--- config.mk ---
export PLATFORM = sky130hd
export DESIGN_NAME = nit_section_header_parser_core
export DESIGN_NICKNAME = d
export VERILOG_FILES = /design/src/rtl/nshp_pkg.sv /design/src/rtl/nshp_in_stage.sv /design/src/rtl/nshp_parser.sv /design/src/rtl/nshp_out_stage.sv /design/src/rtl/nit_section_header_parser_core.sv
export SDC_FILE = /design/constraint.sdc
export NUM_CORES = 1
export LEC_CHECK = 0
export ABC_AREA = 1
export BUFFER_PORTS_ARGS = -buffer_cell sky130_fd_sc_hd__buf_2
export CORE_ASPECT_RATIO = 1.5
export CORE_MARGIN = 4
export CORE_UTILIZATION = 50
export CTS_CLUSTER_SIZE = 10
export DETAILED_ROUTE_END_ITERATION = 7
export PLACE_DENSITY_LB_ADDON = 0.3
export SETUP_SLACK_MARGIN = 0.2
export SLEW_MARGIN = 20
export SYNTH_ARGS = -nofsm -noshare
export SYNTH_HDL_FRONTEND = slang
export SYNTH_HIERARCHICAL = 1
export SYNTH_SLANG_ARGS = --single-unit
--- constraint.sdc ---
create_clock -name clk -period 6.9 [get_ports clk]
set_input_delay 1.38 -clock clk [delete_from_list [all_inputs] [get_ports clk]]
set_output_delay 1.38 -clock clk [all_outputs]
set_load 0.01 [all_outputs]
--- src/rtl/nshp_pkg.sv ---
// ----------------------------------------------------------------------------
// nshp_pkg
// Shared types and constants of the network information section header parser.
// ----------------------------------------------------------------------------
`default_nettype none

package nshp_pkg;

  localparam int PID_W     = 13;
  localparam int BYTE_W    = 8;
  localparam int LEN_W     = 12;
  localparam int POS_W     = 13;
  localparam int NID_W     = 16;
  localparam int VER_W     = 5;
  localparam int SECNUM_W  = 8;
  localparam int STATUS_W  = 3;
  localparam int CFG_IDX_W = 2;
  localparam int CFG_W     = 13;

  // slave tuser: stream_pid, section_start
  localparam int IN_USER_W  = PID_W + 1;
  // master tdata: 73 bits of fields, padded to whole bytes
  localparam int OUT_FIELD_W = LEN_W + NID_W + VER_W + 2 * SECNUM_W + 2 * LEN_W;
  localparam int OUT_DATA_W  = ((OUT_FIELD_W + 7) / 8) * 8;

  // register indexes
  localparam logic [CFG_IDX_W-1:0] REG_NIT_PID         = 2'd0;
  localparam logic [CFG_IDX_W-1:0] REG_WANTED_TABLE_ID = 2'd1;
  localparam logic [CFG_IDX_W-1:0] REG_MAX_SECTION_LEN = 2'd2;

  // register reset values
  localparam logic [PID_W-1:0]  NIT_PID_RESET       = 13'h0010;
  localparam logic [BYTE_W-1:0] TABLE_ID_RESET      = 8'h40;
  localparam logic [LEN_W-1:0]  MAX_SECTION_LEN_RST = 12'd1024;

  // header byte positions within a section
  localparam logic [POS_W-1:0] POS_TABLE_ID   = 13'd0;
  localparam logic [POS_W-1:0] POS_LEN_HI     = 13'd1;
  localparam logic [POS_W-1:0] POS_LEN_LO     = 13'd2;
  localparam logic [POS_W-1:0] POS_NID_HI     = 13'd3;
  localparam logic [POS_W-1:0] POS_NID_LO     = 13'd4;
  localparam logic [POS_W-1:0] POS_VERSION    = 13'd5;
  localparam logic [POS_W-1:0] POS_SECTION    = 13'd6;
  localparam logic [POS_W-1:0] POS_LAST_SECT  = 13'd7;
  localparam logic [POS_W-1:0] POS_DLOOP_HI   = 13'd8;
  // position of the low length byte, from which the section length counts
  localparam logic [POS_W-1:0] LEN_TAIL_OFFSET = 13'd2;

  typedef enum logic [2:0] {
    PH_IDLE,
    PH_HDR,
    PH_DLOOP,
    PH_SLEN_HI,
    PH_SLEN_LO,
    PH_SLOOP,
    PH_TAIL
  } phase_t;

  typedef enum logic [STATUS_W-1:0] {
    ST_NEW          = 3'd0,
    ST_RESTART      = 3'd1,
    ST_APPENDED     = 3'd2,
    ST_IGNORED      = 3'd3,
    ST_BAD_LENGTH   = 3'd4,
    ST_LOOP_OVERRUN = 3'd5
  } status_t;

  typedef struct packed {
    logic [PID_W-1:0]  nit_pid;
    logic [BYTE_W-1:0] wanted_table_id;
    logic [LEN_W-1:0]  max_section_length;
  } cfg_t;

  typedef struct packed {
    logic [PID_W-1:0]  stream_pid;
    logic              section_start;
    logic [BYTE_W-1:0] data_byte;
  } item_t;

  typedef struct packed {
    logic [NID_W-1:0]    network_id;
    logic [VER_W-1:0]    version;
    logic [SECNUM_W-1:0] section_number;
    logic [SECNUM_W-1:0] last_section_number;
  } hdr_t;

  typedef struct packed {
    logic [LEN_W-1:0] descriptor;
    logic [LEN_W-1:0] stream;
  } loops_t;

  typedef struct packed {
    status_t          status;
    logic [LEN_W-1:0] section_length;
    hdr_t             hdr;
    loops_t           loops;
  } result_t;

  // handoff from the input register to the parser
  typedef struct packed {
    logic  fire;
    item_t item;
  } stage_t;

endpackage

`default_nettype wire

--- src/rtl/nshp_in_stage.sv ---
// ----------------------------------------------------------------------------
// nshp_in_stage
// Input register: holds one byte transfer until the parser consumes it.
// ----------------------------------------------------------------------------
`default_nettype none

module nshp_in_stage (
  input  wire logic            clk,
  input  wire logic            rst,
  input  wire logic            s_tvalid,
  output logic                 s_tready,
  input  wire nshp_pkg::item_t s_item,
  input  wire logic            out_free,
  output nshp_pkg::stage_t     stage
);
  import nshp_pkg::*;

  logic  valid;
  item_t item;
  logic  advance;

  assign advance  = valid && out_free;
  assign s_tready = !valid || advance;

  always_ff @(posedge clk) begin
    if (rst) begin
      valid <= 1'b0;
    end else if (s_tvalid && s_tready) begin
      valid <= 1'b1;
    end else if (advance) begin
      valid <= 1'b0;
    end
  end

  always_ff @(posedge clk) begin
    if (s_tvalid && s_tready) begin
      item <= s_item;
    end
  end

  assign stage.fire = advance;
  assign stage.item = item;

endmodule

`default_nettype wire

--- src/rtl/nshp_parser.sv ---
// ----------------------------------------------------------------------------
// nshp_parser
// Section state machine: header capture, loop skipping and set tracking.
// ----------------------------------------------------------------------------
`default_nettype none

module nshp_parser (
  input  wire logic             clk,
  input  wire logic             rst,
  input  wire nshp_pkg::cfg_t   cfg,
  input  wire nshp_pkg::stage_t stage,
  output logic                  res_valid,
  output nshp_pkg::result_t     res
);
  import nshp_pkg::*;

  phase_t           phase, phase_next;
  logic [POS_W-1:0] pos, pos_next;
  logic [LEN_W-1:0] len_latch, len_next;
  logic [LEN_W-1:0] rem, rem_next;
  hdr_t             hdr, hdr_next;
  loops_t           loops, loops_next;
  logic             present, present_next;
  logic [VER_W-1:0] stored_ver, stored_ver_next;
  logic [SECNUM_W-1:0] stored_sect, stored_sect_next;

  // state as seen by this byte, after a section start has cleared it
  phase_t           ph0;
  logic [POS_W-1:0] pos0;
  logic [LEN_W-1:0] len0, rem0;
  hdr_t             hdr0;
  loops_t           loops0;

  logic   active;
  logic   start;
  logic [BYTE_W-1:0] b;
  phase_t w_phase;
  logic   abort, bad_len, at_end;
  status_t track_status;

  assign b      = stage.item.data_byte;
  assign start  = stage.item.section_start;
  assign active = stage.fire && (stage.item.stream_pid == cfg.nit_pid)
                  && (start || phase != PH_IDLE);

  always_comb begin
    if (start) begin
      ph0    = PH_HDR;
      pos0   = '0;
      len0   = '0;
      rem0   = '0;
      hdr0   = '0;
      loops0 = '0;
    end else begin
      ph0    = phase;
      pos0   = pos;
      len0   = len_latch;
      rem0   = rem;
      hdr0   = hdr;
      loops0 = loops;
    end
  end

  always_ff @(posedge clk) begin
    if (rst) begin
      phase       <= PH_IDLE;
      pos         <= '0;
      len_latch   <= '0;
      rem         <= '0;
      hdr         <= '0;
      loops       <= '0;
      present     <= 1'b0;
      stored_ver  <= '0;
      stored_sect <= '0;
    end else begin
      phase       <= phase_next;
      pos         <= pos_next;
      len_latch   <= len_next;
      rem         <= rem_next;
      hdr         <= hdr_next;
      loops       <= loops_next;
      present     <= present_next;
      stored_ver  <= stored_ver_next;
      stored_sect <= stored_sect_next;
    end
  end

  always_comb begin
    phase_next       = phase;
    pos_next         = pos;
    len_next         = len_latch;
    rem_next         = rem;
    hdr_next         = hdr;
    loops_next       = loops;
    present_next     = present;
    stored_ver_next  = stored_ver;
    stored_sect_next = stored_sect;
    w_phase          = ph0;
    abort            = 1'b0;
    bad_len          = 1'b0;
    at_end           = 1'b0;
    track_status     = ST_IGNORED;
    res_valid        = 1'b0;
    res.status       = ST_IGNORED;

    if (active) begin
      len_next   = len0;
      rem_next   = rem0;
      hdr_next   = hdr0;
      loops_next = loops0;

      unique case (ph0)
        PH_HDR: begin
          case (pos0)
            POS_TABLE_ID: abort = (b != cfg.wanted_table_id);
            POS_LEN_HI:   len_next = {b[3:0], 8'h00};
            POS_LEN_LO: begin
              len_next = {len0[11:8], b};
              bad_len  = (len_next == '0) || (len_next > cfg.max_section_length);
            end
            POS_NID_HI:    hdr_next.network_id = {b, 8'h00};
            POS_NID_LO:    hdr_next.network_id = {hdr0.network_id[15:8], b};
            POS_VERSION:   hdr_next.version = b[5:1];
            POS_SECTION:   hdr_next.section_number = b;
            POS_LAST_SECT: hdr_next.last_section_number = b;
            POS_DLOOP_HI:  loops_next.descriptor = {b[3:0], 8'h00};
            default: begin
              loops_next.descriptor = {loops0.descriptor[11:8], b};
              rem_next = loops_next.descriptor;
              w_phase  = (rem_next != '0) ? PH_DLOOP : PH_SLEN_HI;
            end
          endcase
        end
        PH_DLOOP: begin
          rem_next = rem0 - 1'b1;
          if (rem_next == '0) w_phase = PH_SLEN_HI;
        end
        PH_SLEN_HI: begin
          loops_next.stream = {b[3:0], 8'h00};
          w_phase = PH_SLEN_LO;
        end
        PH_SLEN_LO: begin
          loops_next.stream = {loops0.stream[11:8], b};
          rem_next = loops_next.stream;
          w_phase  = (rem_next != '0) ? PH_SLOOP : PH_TAIL;
        end
        PH_SLOOP: begin
          rem_next = rem0 - 1'b1;
          if (rem_next == '0) w_phase = PH_TAIL;
        end
        PH_IDLE, PH_TAIL: ;
        default: ;
      endcase

      // last byte of the section: three header bytes plus the length
      at_end = !abort && !bad_len && (pos0 >= POS_LEN_LO)
               && (pos0 == {1'b0, len_next} + LEN_TAIL_OFFSET);

      // set tracking on a section that closed cleanly
      if (!present) begin
        track_status = ST_NEW;
      end else if (stored_ver != hdr_next.version) begin
        track_status = ST_RESTART;
      end else if (stored_sect < hdr_next.section_number
                   && hdr_next.section_number <= hdr_next.last_section_number) begin
        track_status = ST_APPENDED;
      end else begin
        track_status = ST_IGNORED;
      end

      pos_next   = pos0 + 1'b1;
      phase_next = w_phase;

      if (abort) begin
        phase_next = PH_IDLE;
        pos_next   = pos0;
      end else if (bad_len) begin
        phase_next = PH_IDLE;
        res_valid  = 1'b1;
        res.status = ST_BAD_LENGTH;
      end else if (at_end) begin
        phase_next = PH_IDLE;
        res_valid  = 1'b1;
        if (w_phase == PH_TAIL) begin
          res.status = track_status;
          if (track_status != ST_IGNORED) begin
            present_next     = 1'b1;
            stored_ver_next  = hdr_next.version;
            stored_sect_next = hdr_next.section_number;
          end
        end else begin
          res.status = ST_LOOP_OVERRUN;
        end
      end
    end

    res.section_length = len_next;
    res.hdr            = hdr_next;
    res.loops          = loops_next;
  end

endmodule

`default_nettype wire

--- src/rtl/nshp_out_stage.sv ---
// ----------------------------------------------------------------------------
// nshp_out_stage
// Result register: holds one header report until the sink takes it.
// ----------------------------------------------------------------------------
`default_nettype none

module nshp_out_stage (
  input  wire logic              clk,
  input  wire logic              rst,
  input  wire logic              load,
  input  wire nshp_pkg::result_t load_res,
  output logic                   out_free,
  output logic                   m_tvalid,
  input  wire logic              m_tready,
  output nshp_pkg::result_t      m_res
);
  import nshp_pkg::*;

  assign out_free = !m_tvalid || m_tready;

  always_ff @(posedge clk) begin
    if (rst) begin
      m_tvalid <= 1'b0;
    end else if (load) begin
      m_tvalid <= 1'b1;
    end else if (m_tready) begin
      m_tvalid <= 1'b0;
    end
  end

  always_ff @(posedge clk) begin
    if (load) begin
      m_res <= load_res;
    end
  end

endmodule

`default_nettype wire

--- src/rtl/nit_section_header_parser_core.sv ---
// ----------------------------------------------------------------------------
// nit_section_header_parser_core
// Parses network information sections from a PID-tagged byte stream and
// reports each section header with a table set tracking status.
// ----------------------------------------------------------------------------
//  channel   dir   handshake          payload
//  s_*       in    s_tvalid/s_tready  tdata: data_byte; tuser: stream_pid, section_start
//  m_*       out   m_tvalid/m_tready  tdata: header fields; tuser: status
//  cfg_*     in    cfg_wr_en          cfg_index, cfg_wdata
//
//  one byte per cycle sustained; a byte is parsed while it sits in the input
//  register and its report lands in the result register at the next edge.
//  the result register holds a report while m_tready is low; the input
//  register then holds the next byte and s_tready drops.
//  rst is synchronous and clears the valid flags of both registers and all parser state.
// ----------------------------------------------------------------------------
`default_nettype none

module nit_section_header_parser_core (
  input  wire logic                                 clk,
  input  wire logic                                 rst,
  input  wire logic                                 s_tvalid,
  output logic                                      s_tready,
  // data_byte[7:0]
  input  wire logic [nshp_pkg::BYTE_W-1:0]          s_tdata,
  // stream_pid[12:0], section_start[13]
  input  wire logic [nshp_pkg::IN_USER_W-1:0]       s_tuser,
  output logic                                      m_tvalid,
  input  wire logic                                 m_tready,
  // section_length[11:0], network_id[27:12], version[32:28],
  // section_number[40:33], last_section_number[48:41],
  // descriptor_loop_length[60:49], stream_loop_length[72:61], zero[79:73]
  output logic [nshp_pkg::OUT_DATA_W-1:0]           m_tdata,
  // status[2:0]
  output logic [nshp_pkg::STATUS_W-1:0]             m_tuser,
  input  wire logic                                 cfg_wr_en,
  input  wire logic [nshp_pkg::CFG_IDX_W-1:0]       cfg_index,
  input  wire logic [nshp_pkg::CFG_W-1:0]           cfg_wdata
);
  import nshp_pkg::*;

  cfg_t    cfg;
  item_t   s_item;
  stage_t  stage;
  logic    out_free;
  logic    res_valid;
  result_t res;
  result_t m_res;

  always_ff @(posedge clk) begin
    if (rst) begin
      cfg.nit_pid            <= NIT_PID_RESET;
      cfg.wanted_table_id    <= TABLE_ID_RESET;
      cfg.max_section_length <= MAX_SECTION_LEN_RST;
    end else if (cfg_wr_en) begin
      unique case (cfg_index)
        REG_NIT_PID:         cfg.nit_pid <= cfg_wdata[PID_W-1:0];
        REG_WANTED_TABLE_ID: cfg.wanted_table_id <= cfg_wdata[BYTE_W-1:0];
        REG_MAX_SECTION_LEN: cfg.max_section_length <= cfg_wdata[LEN_W-1:0];
        default: ;
      endcase
    end
  end

  assign s_item.stream_pid    = s_tuser[PID_W-1:0];
  assign s_item.section_start = s_tuser[PID_W];
  assign s_item.data_byte     = s_tdata;

  nshp_in_stage u_in (
    .clk      (clk),
    .rst      (rst),
    .s_tvalid (s_tvalid),
    .s_tready (s_tready),
    .s_item   (s_item),
    .out_free (out_free),
    .stage    (stage)
  );

  nshp_parser u_parser (
    .clk       (clk),
    .rst       (rst),
    .cfg       (cfg),
    .stage     (stage),
    .res_valid (res_valid),
    .res       (res)
  );

  nshp_out_stage u_out (
    .clk      (clk),
    .rst      (rst),
    .load     (res_valid),
    .load_res (res),
    .out_free (out_free),
    .m_tvalid (m_tvalid),
    .m_tready (m_tready),
    .m_res    (m_res)
  );

  assign m_tuser = m_res.status;
  assign m_tdata = {{(OUT_DATA_W - OUT_FIELD_W){1'b0}},
                    m_res.loops.stream,
                    m_res.loops.descriptor,
                    m_res.hdr.last_section_number,
                    m_res.hdr.section_number,
                    m_res.hdr.version,
                    m_res.hdr.network_id,
                    m_res.section_length};

endmodule

`default_nettype wire

======== Word level (Yosys, flattened, before mapping) ========
Index checks and enable logic that the tools add are counted.
storage, ports and cells
  bits in registers ....................... 248
  input bits .............................. 42
  output and inout bits ................... 85
  logic and storage cells ................. 148
cells by class
  add/subtract/negate cells ............... 3
  order comparisons ....................... 4
  equality and inequality tests ........... 21
  muxes and demuxes ....................... 55
  bitwise logic cells ..................... 3
  reduce and logical (&&, ||, !) cells .... 33
operators by type and width
  kind                     count
  $mux W37                 4
  $mux W12                 7
  $pmux W12 S2             3
  $eq A13 B3 Y1 const B    4
  $mux W24                 2
  $mux W3                  14
  $pmux W12 S3             1
  $pmux W16 S2             1
  $eq A13 B13 Y1           2
  $eq A13 B2 Y1 const B    2
  $mux W13                 2
  $logic_not A12 Y1        2
  $reduce_bool A12 Y1      2
  $mux W1                  16
  $mux W8                  2
  $pmux W3 S5              1
  $add A12 B2 Y13 const B  1
  $add A13 B1 Y13 const B  1
  $eq A13 B1 Y1 const B    1
  $eq A13 B4 Y1 const B    1
  $ge A13 B2 Y1 const B    1
  $logic_not A13 Y1        1
  $gt A12 B12 Y1           1
  $sub A12 B1 Y12 const B  1
  other kinds (24)         46

======== Longest topological paths before layout ========
  depth after elaboration ................. 15
  gate-level depth with buffers ........... 29

======== Modules after synthesis ========
Netlist, hierarchy kept.
modules (own cells, without submodules)
  module                          instances  cells an instance  area each (µm²)
  nshp_parser                     1          1,466              8,767.2
  nshp_out_stage                  1          81                 2,324.7
  nit_section_header_parser_core  1          218                1,507.7
  nshp_in_stage                   1          31                 723.2

======== Worst setup path before layout ========
Ideal clock, no wire load.
  path type ............................... register to register
  start ................................... reg u_in.item (netlist bit u_in/stage[8])
  end ..................................... reg u_out/m_res[73] (netlist name)
  arrival ................................. 4.421 ns
  required time ........................... 6.546 ns
  slack ................................... 2.125 ns
  cell stages (with the launch flop) ...... 26
  period minus slack after synthesis ...... 4.775 ns
  cells stage by stage .................... edfxtp_1 -> buf_6 -> inv_6 -> buf_8 -> nand2_2 -> nor2_1 -> nand2_1 -> nor2_2 -> nand3_2 -> buf_4 -> nand3b_1 -> nand2_2 -> ha_1 -> or2_2 -> and3_1 -> nand3_1 -> nor2_1 -> nand2_1 -> inv_1 -> nand2_1 -> nor2_1 -> nand3_1 -> o21bai_1 -> nand2_1 -> inv_1 -> o21ai_0
on the way
  cells in the longest elaborated chain, start to end .. 14
RTL lines
  item                                          RTL line                                RTL
  start: declaration                            nshp_in_stage.sv:19                     item_t item;
  start signal: assignment                      nshp_in_stage.sv:37                     item <= s_item;
  $mux W13                                      nshp_parser.sv:47                       if (start) begin
  $eq A13 B3 Y1                                 nshp_parser.sv:114                      case (pos0)
  $mux W8                                       nshp_parser.sv:114
  $mux W37                                      nshp_parser.sv:112                      unique case (ph0)
  $mux W37                                      nshp_parser.sv:106                      if (active) begin
  $lt A8 B8 Y1 or $le A8 B8 Y1 (tied branches)  nshp_parser.sv:164, nshp_parser.sv:165
  $logic_and A1 B1 Y1                           nshp_parser.sv:165                      && hdr_next.section_number <= hdr_next.last_section_number) begin
  $mux W1                                       nshp_parser.sv:164                      end else if (stored_sect < hdr_next.section_number
  $mux W3                                       nshp_parser.sv:162                      end else if (stored_ver != hdr_next.version) begin
  $mux W3                                       nshp_parser.sv:160                      if (!present) begin
  $mux W3                                       nshp_parser.sv:106
  $mux W3                                       nshp_parser.sv:184                      if (w_phase == PH_TAIL) begin
  $mux W3                                       nshp_parser.sv:181                      end else if (at_end) begin
  $mux W3                                       nshp_parser.sv:177                      end else if (bad_len) begin
Parallel ways exist; a longest one is shown, timed or not. The select of a mux whose other input is x is not followed.
A chain may end at the register's enable or synchronous reset.

======== Final worst setup path ========
  start ................................... reg u_in.item (netlist bit u_in/stage[8])
  end ..................................... reg u_out/m_res[22] (netlist name)
on the way
  cells in the longest elaborated chain, start to end .. 14
RTL lines
  item                                                                      RTL line                              RTL
  parallel branches: the longest is 13 deep, another holds $add A12 B2 Y13  --
  $mux W1 (*)                                                               nshp_parser.sv:106
  net res_valid                                                             nit_section_header_parser_core.sv:46  logic res_valid;
Mark *: on every way through the listed nets, which the timed path passes. The select of a mux whose other input is x is not followed.

==> flow_metrics.env <==
export IMPL_num_vias=12200
export IMPL_synthMuxAreaShare_pct=0
export IMPL_area_delta_synth_final_pct=11.7
export IMPL_postRouteAntennaNets=0
export IMPL_die_x_um=141
export IMPL_worstSetupEndpoint="u_out/m_res[22]"
export IMPL_antenna_found_initial=0
export IMPL_post_synth_cell_area_avg_um2=7.42
export IMPL_synth_adder_area_share_pct=2.82
export IMPL_ys_flop_type="dfxtp_1"
export IMPL_wl_per_cell_um=17.0
export IMPL_required_ps=7180
export IMPL_rsz0062_at_grt="false"
export IMPL_crit_path_top_delay_cell="edfxtp_1"
export IMPL_switching_power_mw=0.732
export IMPL_setup_viol=0
export IMPL_fill_cells=2470
export IMPL_io_pins=127
export IMPL_cts_max_path_buffers=3
export IMPL_synth_seq_cells=248
export IMPL_place_ws_ps=1750
export IMPL_reg2reg_depth=21
export IMPL_io_buffers=119
export IMPL_max_cap_violations=0
export IMPL_min_delay_start="u_parser/rem[4]"
export IMPL_grt_overflow_total=0
export IMPL_fmax_mhz=192
export IMPL_cp_arrival_ps=5490
export IMPL_slowest_delay_ps=760
export IMPL_std_cell_rows=72
export IMPL_cts_hold_buf=0
export IMPL_finalCritPeriodShare_pct=75.5
export IMPL_yosysTopAreaCellShare_pct=22.5
export IMPL_synthArstFlopShare_pct=0
export IMPL_dpl_cell_area_um2=14000
export IMPL_max_slew_margin_pct=32.2
export IMPL_yosysWarnings=6
export IMPL_layout_drive_gt1_share_pct=12.8
export IMPL_critical_path_class="reg -> reg"
export IMPL_path_buf_inv=4
export IMPL_via_per_inst=5.43
export IMPL_reg2reg_slack_ps=1690
export IMPL_comb_power_share_pct=5.3
export IMPL_post_cts_buffers=0
export IMPL_ys_seq_area_share_pct=44.6
export IMPL_path_cells="inv_6 -> nand2_1 -> nand3_1 -> nor2_4 -> nand3_2 -> nand3_1 -> nand2_2 -> ha_1 -> or2_2 -> and3_1 -> nand3_1 -> nor2_1 -> nand2_1 -> inv_1 -> nand2_1 -> nor2_1 -> nand3_1 -> o21bai_1 -> nand2_1 -> clkinv_2 -> buf_12"
export IMPL_hold_class="reg -> reg"
export IMPL_cts_num_sinks=248
export IMPL_clk_latency_ps=560
export IMPL_initial_core_util_pct=51.2
export IMPL_root_buffer="clkbuf_16"
export IMPL_critPathMaxFanout=52
export IMPL_place_congestion=0.957
export IMPL_tritoncts_num_buffers=29
export IMPL_p_per_area_nw_per_um2=209
export IMPL_final_hold_violation_count=0
export IMPL_synthTopCellsByCount="nand2_1 (532), inv_1 (217), nor2_1 (185), dfxtp_1 (150), a21oi_1 (136)"
export IMPL_pwr_share_clk_pct=44.5
export IMPL_startpoint="u_in/stage[8]"
export IMPL_synth_compound_area_share_pct=10.3
export IMPL_synth_edf_count=98
export IMPL_clock_skew_ps=10.2
export IMPL_setup_tns_ps=0
export IMPL_worst_setup_path_start_kind="flip-flop"
export IMPL_die_area_um2=29400
export IMPL_grt_usage_pct=26.0
export IMPL_core_area_um2=26000
export IMPL_share_seq_of_total_power_pct=50.2
export IMPL_ctsResizeCount=0
export IMPL_slew_viol_final=0
export IMPL_yosys_area_share_simple_pct=31.3
export IMPL_dp_hpwl_um=28300
export IMPL_worstMarginPinSlew_ps=1020
export IMPL_tritoncts="built"
export IMPL_crit_family="simple AND/OR/NAND/NOR gates"
export IMPL_syn_area_um2=13300
export IMPL_r2r_start="u_in/stage[8]"
export IMPL_layout_nets=1964
export IMPL_worstSetupPathDepth=21
export IMPL_dr_pass1_iters=5
export IMPL_p_int_mw=2.38
export IMPL_ir_drop_v=0.000179
export IMPL_drc=0
export IMPL_reg2reg_to="u_out/m_res[22]"
export IMPL_synth_xor_area_share_pct=1.31
export IMPL_path_clk_slew_ps=60
export IMPL_grt_pass1_wl_um=61800
export IMPL_setup_slack_ps=1690
export IMPL_dieHeight_um=208
export IMPL_synth_top_family_by_area="simple AND/OR/NAND/NOR gates"
export IMPL_postLayoutCellArea_um2=14900
export IMPL_yosysTopAreaCell="dfxtp_1"
export IMPL_swShare_pct=23.6
export IMPL_syn_inst=1796
export IMPL_grt_pass1_vias=11900
export IMPL_status="finished clean"
export IMPL_end_kind="flip-flop"
export IMPL_period_needed_ps=5210
export IMPL_synthTopCellsByArea="dfxtp_1 (23%), edfxtp_1 (22%), nand2_1 (15%), inv_1 (6.1%), nor2_1 (5.2%)"
export IMPL_drt_iter0_markers=943
export IMPL_grt_max_degree=59
export IMPL_synth_distinct_cells=56
export IMPL_h_tree_depth=1
export IMPL_diodes=0
export IMPL_p_leak_nw=6.87
export IMPL_synth_most_common_cell="nand2_1"
export IMPL_drt_wl_total_um=38300
export IMPL_fin_hold_ws_ps=467
==> per-layer routing <==
layer	share of wire [%]	up-vias	track usage [%]
met4	4.6	0	11.5
met5	0	-	0
li1	-	6002	-
met3	6.4	103	3.47
met2	52	463	47.1
met1	37	5633	30.1
==> through the flow <==
| step | power (mW) | utilization (%) | std cells |
|---|---|---|---|
| after floorplan | 1.70 | - | 1802 |
| after global placement | 1.75 | 53.9 | 2194 |
| after detailed placement | 1.76 | 53.9 | 2194 |
| after CTS | 3.14 | 57.1 | 2248 |
| after global routing | 3.22 | 57.1 | 2248 |
| final | 3.11 | 57.1 | 2248 |
==> worst reg2reg max path: cells and delay by family, from the launching register on <==
family,cells,cell delay (ps)
simple gates,15,2460
buf+inv,4,1270
flops,1,760
fa+ha+maj,1,320
compound gates,1,80
==> power by group through the flow <==
| stage | clock (mW) | combinational (mW) | sequential [mW] |
|---|---|---|---|
| 2_1_floorplan | 0 | 0.124 | 1.58 |
| 4_1_cts | 1.41 | 0.164 | 1.56 |
| 3_3_place_gp | 0 | 0.161 | 1.59 |
| 5_1_grt | 1.48 | 0.184 | 1.56 |
| 3_5_place_dp | 0 | 0.164 | 1.59 |
| 6_report | 1.38 | 0.165 | 1.56 |
==> placed cells by master, fill, tap and decap left out, drive strengths merged <==
cell type  count
xor2           7
a211oi         3
a21oi        138
a22oi          1
dfxtp        150
o21bai         2
o21ai         59
nand2        559
o2111ai        3
buf          127
a221o          1
a21boi         1
nand3        138
conb           7
or3            1
nand4         24
nor3b          1
inv          227
nand3b         8
o21a           1
xnor2         12
a31oi          4
o221ai         4
nor2         203
clkbuf        52
and3           1
ha            30
clkinv         5
edfxtp        98
o31ai          1
o211ai        18
nor3          12
a31o           1
o22ai          6
nor4           8
or2            2
==> cell type report <==
type	instances	area [µm²]	share of cell area [%]
clock buffer	52	812	5.46
sequential	248	5950	40.0
timing repair buffer	127	671	4.51
multi-input combinational	1256	6130	41.2
clock inverter	2	28.8	0.193
inverter	230	872	5.86
tap	333	417	2.80
==> state kept, by name, indices dropped and copies added, names as in the netlist <==
| signal | count |
|---|---|
| u_parser/pos | 13 |
| u_parser/phase | 3 |
| u_parser/loops | 24 |
| u_in/stage | 22 |
| cfg | 33 |
| u_parser/present | 1 |
| u_out/m_tvalid | 1 |
| u_parser/stored_sect | 8 |
| u_parser/len_latch | 12 |
| u_parser/rem | 12 |
| u_parser/hdr | 37 |
| u_out/m_res | 76 |
| u_parser/stored_ver | 5 |
| u_in/valid | 1 |
==> how the worst min path moves through the flow <==
stage / endpoint / slack [ps] / depth (start not counted)
after global routing: u_parser/rem[4] / 480 / 2
final: u_parser/rem[4] / 470 / 2
after CTS: u_parser/rem[10] / 470 / 2
after global placement: u_parser/rem[10] / 450 / 2
after detailed placement: u_parser/rem[10] / 460 / 2
after floorplan: cfg[10] / 430 / 2
==> kinds of logic after synthesis <==
logic type	after synthesis
AOI/OAI and AO/OA	243
and+or+nand+nor	957
DFF	248
other	1
buffers and inverters	298
adders and majority gates	30
xor gates and xnor gates	19
(Power assumes the default switching activity.)
